[config.mk]
export PLATFORM = sky130hd
export DESIGN_NAME = bcd_decimal_arith_unit
export DESIGN_NICKNAME = d
export VERILOG_FILES = /design/src/rtl/core/bda_pkg.sv /design/src/rtl/core/bcd_decimal_arith_unit.sv /design/src/rtl/core/bda_digit_norm.sv /design/src/rtl/core/bda_dabble_step.sv /design/src/rtl/core/bda_ctrl.sv
export VERILOG_INCLUDE_DIRS = /design/src /design/src/rtl/core
export SDC_FILE = /design/constraint.sdc
export NUM_CORES = 2
export LEC_CHECK = 0
export BUFFER_PORTS_ARGS = -buffer_cell sky130_fd_sc_hd__buf_4
export CAP_MARGIN = 30
export CORE_UTILIZATION = 24
export DETAILED_ROUTE_END_ITERATION = 10
export GPL_TIMING_DRIVEN = 0
export MAX_ROUTING_LAYER = met4
export PLACE_DENSITY = 0.41
export RECOVER_POWER = 100
export SETUP_SLACK_MARGIN = 0.4
export SYNTH_ARGS = -nofsm -noshare
export SYNTH_HDL_FRONTEND = slang
export SYNTH_HIERARCHICAL = 1
export SYNTH_SLANG_ARGS = --single-unit
[constraint.sdc]
create_clock -name clk -period 16.69 [get_ports clk]
set_input_delay 0.8345 -clock clk [delete_from_list [all_inputs] [get_ports clk]]
set_output_delay 0.8345 -clock clk [all_outputs]
set_load 0.02 [all_outputs]
[src/rtl/core/bcd_decimal_arith_unit_assert.svh]
// Assertion macros shared by the BCD arithmetic unit
`ifndef BCD_DECIMAL_ARITH_UNIT_ASSERT_SVH
`define BCD_DECIMAL_ARITH_UNIT_ASSERT_SVH

// Check that cons holds in the same cycle as ante
`define BDA_ASSERT_NOW(label, ante, cons, msg) \
    label: assert property (@(posedge clk) disable iff (!rst_n) (ante) |-> (cons)) \
        else $error(msg);

// Check that cons holds in the cycle after ante
`define BDA_ASSERT_NEXT(label, ante, cons, msg) \
    label: assert property (@(posedge clk) disable iff (!rst_n) (ante) |=> (cons)) \
        else $error(msg);

`endif

[src/rtl/core/bda_pkg.sv]
// Package with widths, opcodes and control types of the BCD arithmetic unit
package bda_pkg;

    localparam int NUM_DIGITS = 16;
    localparam int DIG_W      = 4;
    localparam int RES_W      = DIG_W * NUM_DIGITS;
    localparam int FIELD_W    = 64;
    localparam int INT_W      = 32;

    // largest digit product and column sum of the multiply window
    localparam int PROD_MAX  = 15 * 15;
    localparam int PROD_W    = 2 * DIG_W;
    localparam int COL_MAX   = NUM_DIGITS * PROD_MAX;
    localparam int COL_W     = $clog2(COL_MAX + 1);
    localparam int CARRY_MAX = COL_MAX / 9;
    localparam int CARRY_W   = $clog2(CARRY_MAX + 1);
    localparam int SUM_W     = $clog2(COL_MAX + CARRY_MAX + 1);

    // divide by ten: q = (t * RECIP) >> RECIP_SH, exact for t below 16384
    localparam int RECIP    = 3277;
    localparam int RECIP_W  = 12;
    localparam int RECIP_SH = 15;

    // double dabble takes two binary bits per step
    localparam int CONV_STEPS = INT_W / 2;
    localparam int MAX_STEPS  = (NUM_DIGITS + 1 > CONV_STEPS) ? NUM_DIGITS + 1 : CONV_STEPS;
    localparam int CNT_W      = $clog2(MAX_STEPS);

    typedef enum logic [1:0] {
        OP_ADD  = 2'd0,
        OP_MUL  = 2'd1,
        OP_CMP  = 2'd2,
        OP_CONV = 2'd3
    } op_t;

    typedef enum logic [1:0] {
        ST_IDLE,
        ST_RUN,
        ST_DONE
    } state_t;

    typedef struct packed {
        logic busy;
        logic load;
        logic stage_a;
        logic stage_b;
        logic conv_step;
        logic finish;
        op_t  op;
    } ctrl_t;

endpackage

[src/rtl/core/bcd_decimal_arith_unit.sv]
// Top level of the packed BCD add, multiply, compare and convert unit
// One item at a time on NUM_DIGITS packed BCD digits. Add and multiply work
// one decimal column per cycle through a shared digit normalizer, with each
// column sum registered in the cycle before it is normalized. The normalizer's
// carry loop sets this pace. Convert runs a two-bit double dabble over the
// 32-bit integer: 16 steps. Compare finishes at once. A result waits in the
// output register while the next item is taken; the block stalls its input
// from accept until the result is handed to the output register.
`include "bcd_decimal_arith_unit_assert.svh"

module bcd_decimal_arith_unit (
    input  logic        clk,
    input  logic        rst_n,
    input  logic        req_valid,
    output logic        req_stall,
    input  logic [1:0]  kind,
    input  logic [63:0] a_digits,
    input  logic [63:0] b_digits,
    input  logic signed [31:0] int_value,
    output logic        rsp_valid,
    input  logic        rsp_stall,
    output logic [63:0] result_digits,
    output logic        overflow,
    output logic        less,
    output logic        equal
);
    import bda_pkg::*;

    ctrl_t ctrl;
    logic  rsp_free;

    logic [RES_W-1:0]                  a_reg, a_next;
    logic [RES_W-1:0]                  b_reg, b_next;
    logic [NUM_DIGITS-1:0][COL_W-1:0]  w_reg, w_next;
    logic [COL_W-1:0]                  u_reg, u_next;
    logic [CARRY_W-1:0]                carry_reg, carry_next;
    logic [RES_W-1:0]                  res_reg, res_next;
    logic [INT_W-1:0]                  int_reg, int_next;
    logic                              lt_reg, lt_next;
    logic                              eq_reg, eq_next;

    logic                              rsp_valid_reg, rsp_valid_next;
    logic [FIELD_W-1:0]                rsp_res_reg, rsp_res_next;
    logic                              rsp_ovf_reg, rsp_ovf_next;
    logic                              rsp_lt_reg, rsp_lt_next;
    logic                              rsp_eq_reg, rsp_eq_next;

    logic [NUM_DIGITS-1:0][PROD_W-1:0] pp;
    logic [SUM_W-1:0]                  col_sum;
    logic [DIG_W-1:0]                  norm_digit;
    logic [CARRY_W-1:0]                norm_carry;
    logic [RES_W-1:0]                  dabble_out;
    logic                              ovf_calc;

    assign rsp_free = !rsp_valid_reg || !rsp_stall;

    bda_ctrl u_ctrl (
        .clk       (clk),
        .rst_n     (rst_n),
        .req_valid (req_valid),
        .req_op    (op_t'(kind)),
        .rsp_free  (rsp_free),
        .ctrl      (ctrl)
    );

    assign col_sum = SUM_W'(u_reg) + SUM_W'(carry_reg);

    bda_digit_norm u_norm (
        .col_sum (col_sum),
        .digit   (norm_digit),
        .carry   (norm_carry)
    );

    bda_dabble_step u_dabble (
        .bcd_in  (res_reg),
        .bits    (int_reg[INT_W-1:INT_W-2]),
        .bcd_out (dabble_out)
    );

    always_comb
    begin
        for (int i = 0; i < NUM_DIGITS; i++)
        begin
            pp[i] = PROD_W'(a_reg[DIG_W*i +: DIG_W]) * PROD_W'(b_reg[DIG_W-1:0]);
        end
    end

    // high part of the product is zero only if the final carry and every
    // leftover column are zero
    always_comb
    begin
        case (ctrl.op)
            OP_ADD:  ovf_calc = (carry_reg != '0);
            OP_MUL:  ovf_calc = (carry_reg != '0) || (|w_reg);
            default: ovf_calc = 1'b0;
        endcase
    end

    always_comb
    begin
        a_next     = a_reg;
        b_next     = b_reg;
        w_next     = w_reg;
        u_next     = u_reg;
        carry_next = carry_reg;
        res_next   = res_reg;
        int_next   = int_reg;
        lt_next    = lt_reg;
        eq_next    = eq_reg;

        if (ctrl.load)
        begin
            a_next     = a_digits[RES_W-1:0];
            b_next     = b_digits[RES_W-1:0];
            w_next     = '0;
            carry_next = '0;
            res_next   = '0;
            // non-positive integers convert to zero
            int_next   = int_value[INT_W-1] ? '0 : $unsigned(int_value);
            lt_next    = (a_digits[RES_W-1:0] < b_digits[RES_W-1:0]);
            eq_next    = (a_digits[RES_W-1:0] == b_digits[RES_W-1:0]);
        end

        if (ctrl.stage_a)
        begin
            if (ctrl.op == OP_ADD)
            begin
                u_next = COL_W'(a_reg[DIG_W-1:0]) + COL_W'(b_reg[DIG_W-1:0]);
                a_next = a_reg >> DIG_W;
            end
            else
            begin
                // add row b_j into the window and slide it down one column
                u_next = w_reg[0] + COL_W'(pp[0]);
                for (int i = 0; i < NUM_DIGITS - 1; i++)
                begin
                    w_next[i] = w_reg[i+1] + COL_W'(pp[i+1]);
                end
                w_next[NUM_DIGITS-1] = '0;
            end
            b_next = b_reg >> DIG_W;
        end

        if (ctrl.stage_b)
        begin
            carry_next = norm_carry;
            res_next   = (res_reg >> DIG_W) | (RES_W'(norm_digit) << (RES_W - DIG_W));
        end

        if (ctrl.conv_step)
        begin
            res_next = dabble_out;
            int_next = int_reg << 2;
        end
    end

    always_comb
    begin
        rsp_valid_next = rsp_valid_reg;
        rsp_res_next   = rsp_res_reg;
        rsp_ovf_next   = rsp_ovf_reg;
        rsp_lt_next    = rsp_lt_reg;
        rsp_eq_next    = rsp_eq_reg;
        if (ctrl.finish)
        begin
            rsp_valid_next = 1'b1;
            rsp_res_next   = (ctrl.op == OP_CMP) ? '0 : FIELD_W'(res_reg);
            rsp_ovf_next   = ovf_calc;
            rsp_lt_next    = (ctrl.op == OP_CMP) && lt_reg;
            rsp_eq_next    = (ctrl.op == OP_CMP) && eq_reg;
        end
        else if (!rsp_stall)
        begin
            rsp_valid_next = 1'b0;
        end
    end

    always_ff @(posedge clk or negedge rst_n)
    begin
        if (!rst_n)
        begin
            rsp_valid_reg <= 1'b0;
        end
        else
        begin
            rsp_valid_reg <= rsp_valid_next;
        end
    end

    always_ff @(posedge clk)
    begin
        a_reg       <= a_next;
        b_reg       <= b_next;
        w_reg       <= w_next;
        u_reg       <= u_next;
        carry_reg   <= carry_next;
        res_reg     <= res_next;
        int_reg     <= int_next;
        lt_reg      <= lt_next;
        eq_reg      <= eq_next;
        rsp_res_reg <= rsp_res_next;
        rsp_ovf_reg <= rsp_ovf_next;
        rsp_lt_reg  <= rsp_lt_next;
        rsp_eq_reg  <= rsp_eq_next;
    end

    assign req_stall     = ctrl.busy;
    assign rsp_valid     = rsp_valid_reg;
    assign result_digits = rsp_res_reg;
    assign overflow      = rsp_ovf_reg;
    assign less          = rsp_lt_reg;
    assign equal         = rsp_eq_reg;

    `BDA_ASSERT_NEXT(a_busy_after_load, ctrl.load, req_stall, "input not stalled after accept")
    `BDA_ASSERT_NOW(a_rsp_from_finish, $rose(rsp_valid), $past(ctrl.finish), "beat without finish")
    `BDA_ASSERT_NOW(a_cmp_flags, rsp_valid && equal, !less && !overflow, "bad compare flags")
    `BDA_ASSERT_NOW(a_cmp_zero_res, rsp_valid && less, result_digits == '0, "compare result not zero")

endmodule

[src/rtl/core/bda_digit_norm.sv]
// Shared decimal digit normalizer: splits a column sum into digit and carry
module bda_digit_norm (
    input  logic [bda_pkg::SUM_W-1:0]   col_sum,
    output logic [bda_pkg::DIG_W-1:0]   digit,
    output logic [bda_pkg::CARRY_W-1:0] carry
);
    import bda_pkg::*;

    localparam logic [SUM_W-1:0] TEN = SUM_W'(10);

    logic [SUM_W+RECIP_W-1:0] scaled;
    logic [SUM_W-1:0]         quot;
    logic [SUM_W-1:0]         rem;

    always_comb
    begin
        scaled = (SUM_W + RECIP_W)'(col_sum) * (SUM_W + RECIP_W)'(RECIP);
        quot   = SUM_W'(scaled >> RECIP_SH);
        rem    = col_sum - SUM_W'(quot * TEN);
        digit  = rem[DIG_W-1:0];
        carry  = CARRY_W'(quot);
    end

endmodule

[src/rtl/core/bda_dabble_step.sv]
// Two-bit double dabble step for binary to BCD conversion
module bda_dabble_step (
    input  logic [bda_pkg::RES_W-1:0] bcd_in,
    input  logic [1:0]                bits,
    output logic [bda_pkg::RES_W-1:0] bcd_out
);
    import bda_pkg::*;

    logic [RES_W-1:0] acc;

    always_comb
    begin
        acc = bcd_in;
        for (int s = 0; s < 2; s++)
        begin
            for (int d = 0; d < NUM_DIGITS; d++)
            begin
                if (acc[DIG_W*d +: DIG_W] >= DIG_W'(5))
                begin
                    acc[DIG_W*d +: DIG_W] = acc[DIG_W*d +: DIG_W] + DIG_W'(3);
                end
            end
            // shift in the next binary bit, msb first; digits above the top drop
            acc = {acc[RES_W-2:0], bits[1-s]};
        end
        bcd_out = acc;
    end

endmodule

[src/rtl/core/bda_ctrl.sv]
// Sequencer of the BCD arithmetic unit: step counter and state machine
module bda_ctrl (
    input  logic            clk,
    input  logic            rst_n,
    input  logic            req_valid,
    input  bda_pkg::op_t    req_op,
    input  logic            rsp_free,
    output bda_pkg::ctrl_t  ctrl
);
    import bda_pkg::*;

    state_t           state_reg, state_next;
    logic [CNT_W-1:0] cnt_reg, cnt_next;
    op_t              op_reg, op_next;
    logic [CNT_W-1:0] last_cnt;

    assign last_cnt = (op_reg == OP_CONV) ? CNT_W'(CONV_STEPS - 1) : CNT_W'(NUM_DIGITS);

    always_ff @(posedge clk or negedge rst_n)
    begin
        if (!rst_n)
        begin
            state_reg <= ST_IDLE;
            cnt_reg   <= '0;
            op_reg    <= OP_ADD;
        end
        else
        begin
            state_reg <= state_next;
            cnt_reg   <= cnt_next;
            op_reg    <= op_next;
        end
    end

    always_comb
    begin
        state_next = state_reg;
        cnt_next   = cnt_reg;
        op_next    = op_reg;
        case (state_reg)
            ST_IDLE:
            begin
                if (req_valid)
                begin
                    op_next    = req_op;
                    cnt_next   = '0;
                    state_next = (req_op == OP_CMP) ? ST_DONE : ST_RUN;
                end
            end
            ST_RUN:
            begin
                if (cnt_reg == last_cnt)
                begin
                    state_next = ST_DONE;
                end
                else
                begin
                    cnt_next = cnt_reg + CNT_W'(1);
                end
            end
            ST_DONE:
            begin
                if (rsp_free)
                begin
                    state_next = ST_IDLE;
                end
            end
            default:
            begin
                state_next = ST_IDLE;
            end
        endcase
    end

    always_comb
    begin
        ctrl.busy      = (state_reg != ST_IDLE);
        ctrl.load      = 1'b0;
        ctrl.stage_a   = 1'b0;
        ctrl.stage_b   = 1'b0;
        ctrl.conv_step = 1'b0;
        ctrl.finish    = 1'b0;
        ctrl.op        = op_reg;
        case (state_reg)
            ST_IDLE:
            begin
                ctrl.load = req_valid;
            end
            ST_RUN:
            begin
                if (op_reg == OP_CONV)
                begin
                    ctrl.conv_step = 1'b1;
                end
                else
                begin
                    // column products are registered ahead of the normalizer
                    ctrl.stage_a = (cnt_reg < CNT_W'(NUM_DIGITS));
                    ctrl.stage_b = (cnt_reg != '0);
                end
            end
            ST_DONE:
            begin
                ctrl.finish = rsp_free;
            end
            default:
            begin
                ctrl.finish = 1'b0;
            end
        endcase
    end

endmodule
==> summary.md <==
| Metric | Value |
|---|---|
| Num CTS Buffers | `69` |
| Avg Vias per Cell | `4.537` |
| Critical Path Sink Type | `flop` |
| Critical path arrival | `8.30 ns` |
| GRT overflow | `0` |
| Net Count, Synth | `5,192` |
| Vias in the first global route | `31,646` |
| Count of cell types in the netlist | `80` |
| H-tree depth | `3` |
| Antenna Nets Post-Route | `0` |
| First-pass GRT wire length | `204,700 um` |
| CTS tree | `yes` |
| Routability cong. | `0.8618` |
| Clock Path Buffers | `3` |
| Worst r2r src | `carry_reg[0]$_SDFFCE_PN0P_` |
| Core area | `165,700 um2` |
| Synthesized cell area | `40,270 um2` |
| Syn avg cell area | `9.253 um2` |
| Gr busiest metal | `met2` |
| Vias | `31,412` |
| Area grow syn2layout | `16.91%` |
| Wire per inst | `19.87 um` |
| # rows | `149` |
| Setup Crit Path Kind | `reg -> reg` |
| Pin count of the biggest net entering global routing | `57` |
| Crit path launch | `carry_reg[0]$_SDFFCE_PN0P_` |
| Top_reg_cell synth | `dfxtp_1` |
| Final setup margin | `8.915 ns` |
| EDFF count, synth | `244` |
| Startpoint types | `flop` |
| Hold wc startpoint | `int_value[1]` |
| Die Y-Extent | `411.6 um` |
| # IOs | `235` |
| CTS sink count | `516` |
| Slew margin rel. | `-1.308` |
| DRC | `0` |
| Sequential Area | `12,820 um2` |
| Layout cells sized above 1 | `0.07297` |
| Setup Total Neg Slack | `0 ns` |
| Die area | `169,400 um2` |
| Post-synthesis sequential area ratio | `0.3184` |
| IO buf count | `234` |
| Footprint of the multi-input gates | `24,350 um2` |
| Worst slew pin tran | `3.462 ns` |
| Failing checks | `max-capacitance violations, max-slew violations` |
| CP max stage delay | `0.61 ns` |
| Clk pin slew, worst setup/hold paths | `0.06 ns` |
| Final slew viol count | `170` |
| Worst hold-check path type | `in -> reg` |
| Initial Utilization | `0.2430` |
| Synth Register Bits | `516` |
| CP Max Fanout | `5` |
| Clk_skew | `0.03912 ns` |
| Fillers | `17,768` |
| Drt pass-1 iters | `5` |
| Met3 Resource Use GR | `0.02074` |
| Tot GR Track Use | `0.1652` |
| Placed inst area | `45,040 um2` |
| Synth Warn # | `6` |
| Fin crit share | `0.4658` |
| Max_cap viols | `4` |
| Drt total wl | `137,600 um` |
| Initial antenna violation count | `17` |
| Max reg flops | `192` |
| Status | `finished with violations` |
| Root Buffer | `clkbuf_16` |
| Final hold vios | `0` |
| Fmax | `128.6 MHz` |
| Design area | `47,080 um2` |
| Post-synth ARST share | `0.01938` |
| Setup violations, final | `0` |
| Chip width | `411.6 um` |
| Tmin final | `7.775 ns` |
| Met1 usage | `0.2211` |
| RSZ-0062 raised after global routing | `no` |
| Post-synthesis cell count | `4,352` |
| Nets@finish | `5,513` |
| Clk_lat worst skew | `0.66 ns` |
| Hold WS | `0.4129 ns` |
| Worst Path Required | `17.22 ns` |
| Worst path slowest cell | `xnor2_1` |
| Initial DRC count | `1,831` |
| Dpl hpwl | `110,600 um` |
| Met2 Use GR | `0.2674` |
| Worst slack at placement | `8.878 ns` |
worst paths after layout:
path                                            endpoint  slack [ns]  cells after the start
hold reg to reg                  int_reg[0]$_SDFFE_PP0P_        0.48                      1
hold / removal                   int_reg[1]$_SDFFE_PP0P_        0.41                      2
max in group asynchronous  u_ctrl/cnt_reg[0]$_DFFE_PN0P_       15.51                      2
min in group asynchronous          rsp_valid$_DFFE_PN0P_        0.72                      2
setup reg to reg                   res_reg[63]$_DFFE_PP_        8.92                     30
setup / recovery                   res_reg[63]$_DFFE_PP_        8.92                     30
final cells by class:
type                            count  share of cell area
Clock inverter                     43             0.01358
Sequential cell                   516              0.2724
Clock buffer                       83             0.03912
Buffer                            157             0.01411
Tap cell                         2189             0.05818
Timing Repair Buffer              250             0.03556
Multi-Input combinational cell   3057              0.5172
Antenna cell                        6           0.0003189
Inverter                          622             0.04959
logic make-up (layout without fill, tap and decap cells):
family / Yosys count / after routing / synth area share
compound gates: 827 / 827 / 0.1275
flops: 516 / 516 / 0.3184
simple gates: 1260 / 1260 / 0.1665
fa+ha+maj: 674 / 674 / 0.2437
xor+xnor: 195 / 195 / 0.04260
mux: 101 / 101 / 0.02563
buf+inv: 779 / 1155 / 0.07566
other cells: 0 / 6 / 0
per-stage QoR:
stage / cells / utilization
after CTS: 6916 / 0.2868
final: 6923 / 0.2841
after global routing: 6920 / 0.2840
after global placement: 6775 / 0.2701
after floorplan: 4352 / -
after detailed placement: 6789 / 0.2718
what timing repair did:
item | CTS | global route
hold buffers | 1 | 0
buffers inserted | 0 | 0
gates resized for setup | 0 | 0
endpoints found under the hold margin | 9 | 0
synth_stat cells, drive strengths merged (59+ instances only):
| master | instances | area share |
|---|---|---|
| o21ai | 341 | 0.042 |
| ha | 490 | 0.15 |
| a22o | 94 | 0.020 |
| nor2 | 84 | 0.0080 |
| fa | 184 | 0.091 |
| nand2 | 412 | 0.038 |
| nand3b | 90 | 0.017 |
| mux2i | 84 | 0.021 |
| xnor2 | 118 | 0.026 |
| and2 | 285 | 0.044 |
| nor4 | 62 | 0.0096 |
| a21oi | 174 | 0.022 |
| inv | 622 | 0.058 |
| dfxtp | 262 | 0.13 |
| xor2 | 77 | 0.017 |
| edfxtp | 244 | 0.18 |
| clkbuf | 112 | 0.010 |
| nand3 | 59 | 0.0073 |
routing by layer:
metal | vias up | routed length, um
met1 | 15194 | 65870
met4 | 0 | 2213
li1 | 15531 | -
met2 | 559 | 64430
met3 | 128 | 5049
met5 | - | 0
critical path: cells and delay by family, from the launching register on:
family | cells | cell delay, ns
adders and majority gates | 10 | 3.69
xor gates and xnor gates | 5 | 1.56
AOI/OAI and AO/OA | 6 | 1.19
buffers and inverters | 6 | 0.43
and+or+nand+nor | 3 | 0.43
DFF | 1 | 0.34
cells in the final DEF (no fill, tap or decap), drive strengths merged, types with 90 or more instances in the layout:
master / count
clkbuf: 295
inv: 627
and2: 285
dfxtp: 262
buf: 194
xnor2: 118
nand2: 412
a21oi: 174
edfxtp: 244
o21ai: 341
ha: 490
nand3b: 90
fa: 184
a22o: 94
Power is left out: the tool's default activity adds up to more than one toggle a clock period on the data nets, which glitch-free logic cannot reach.
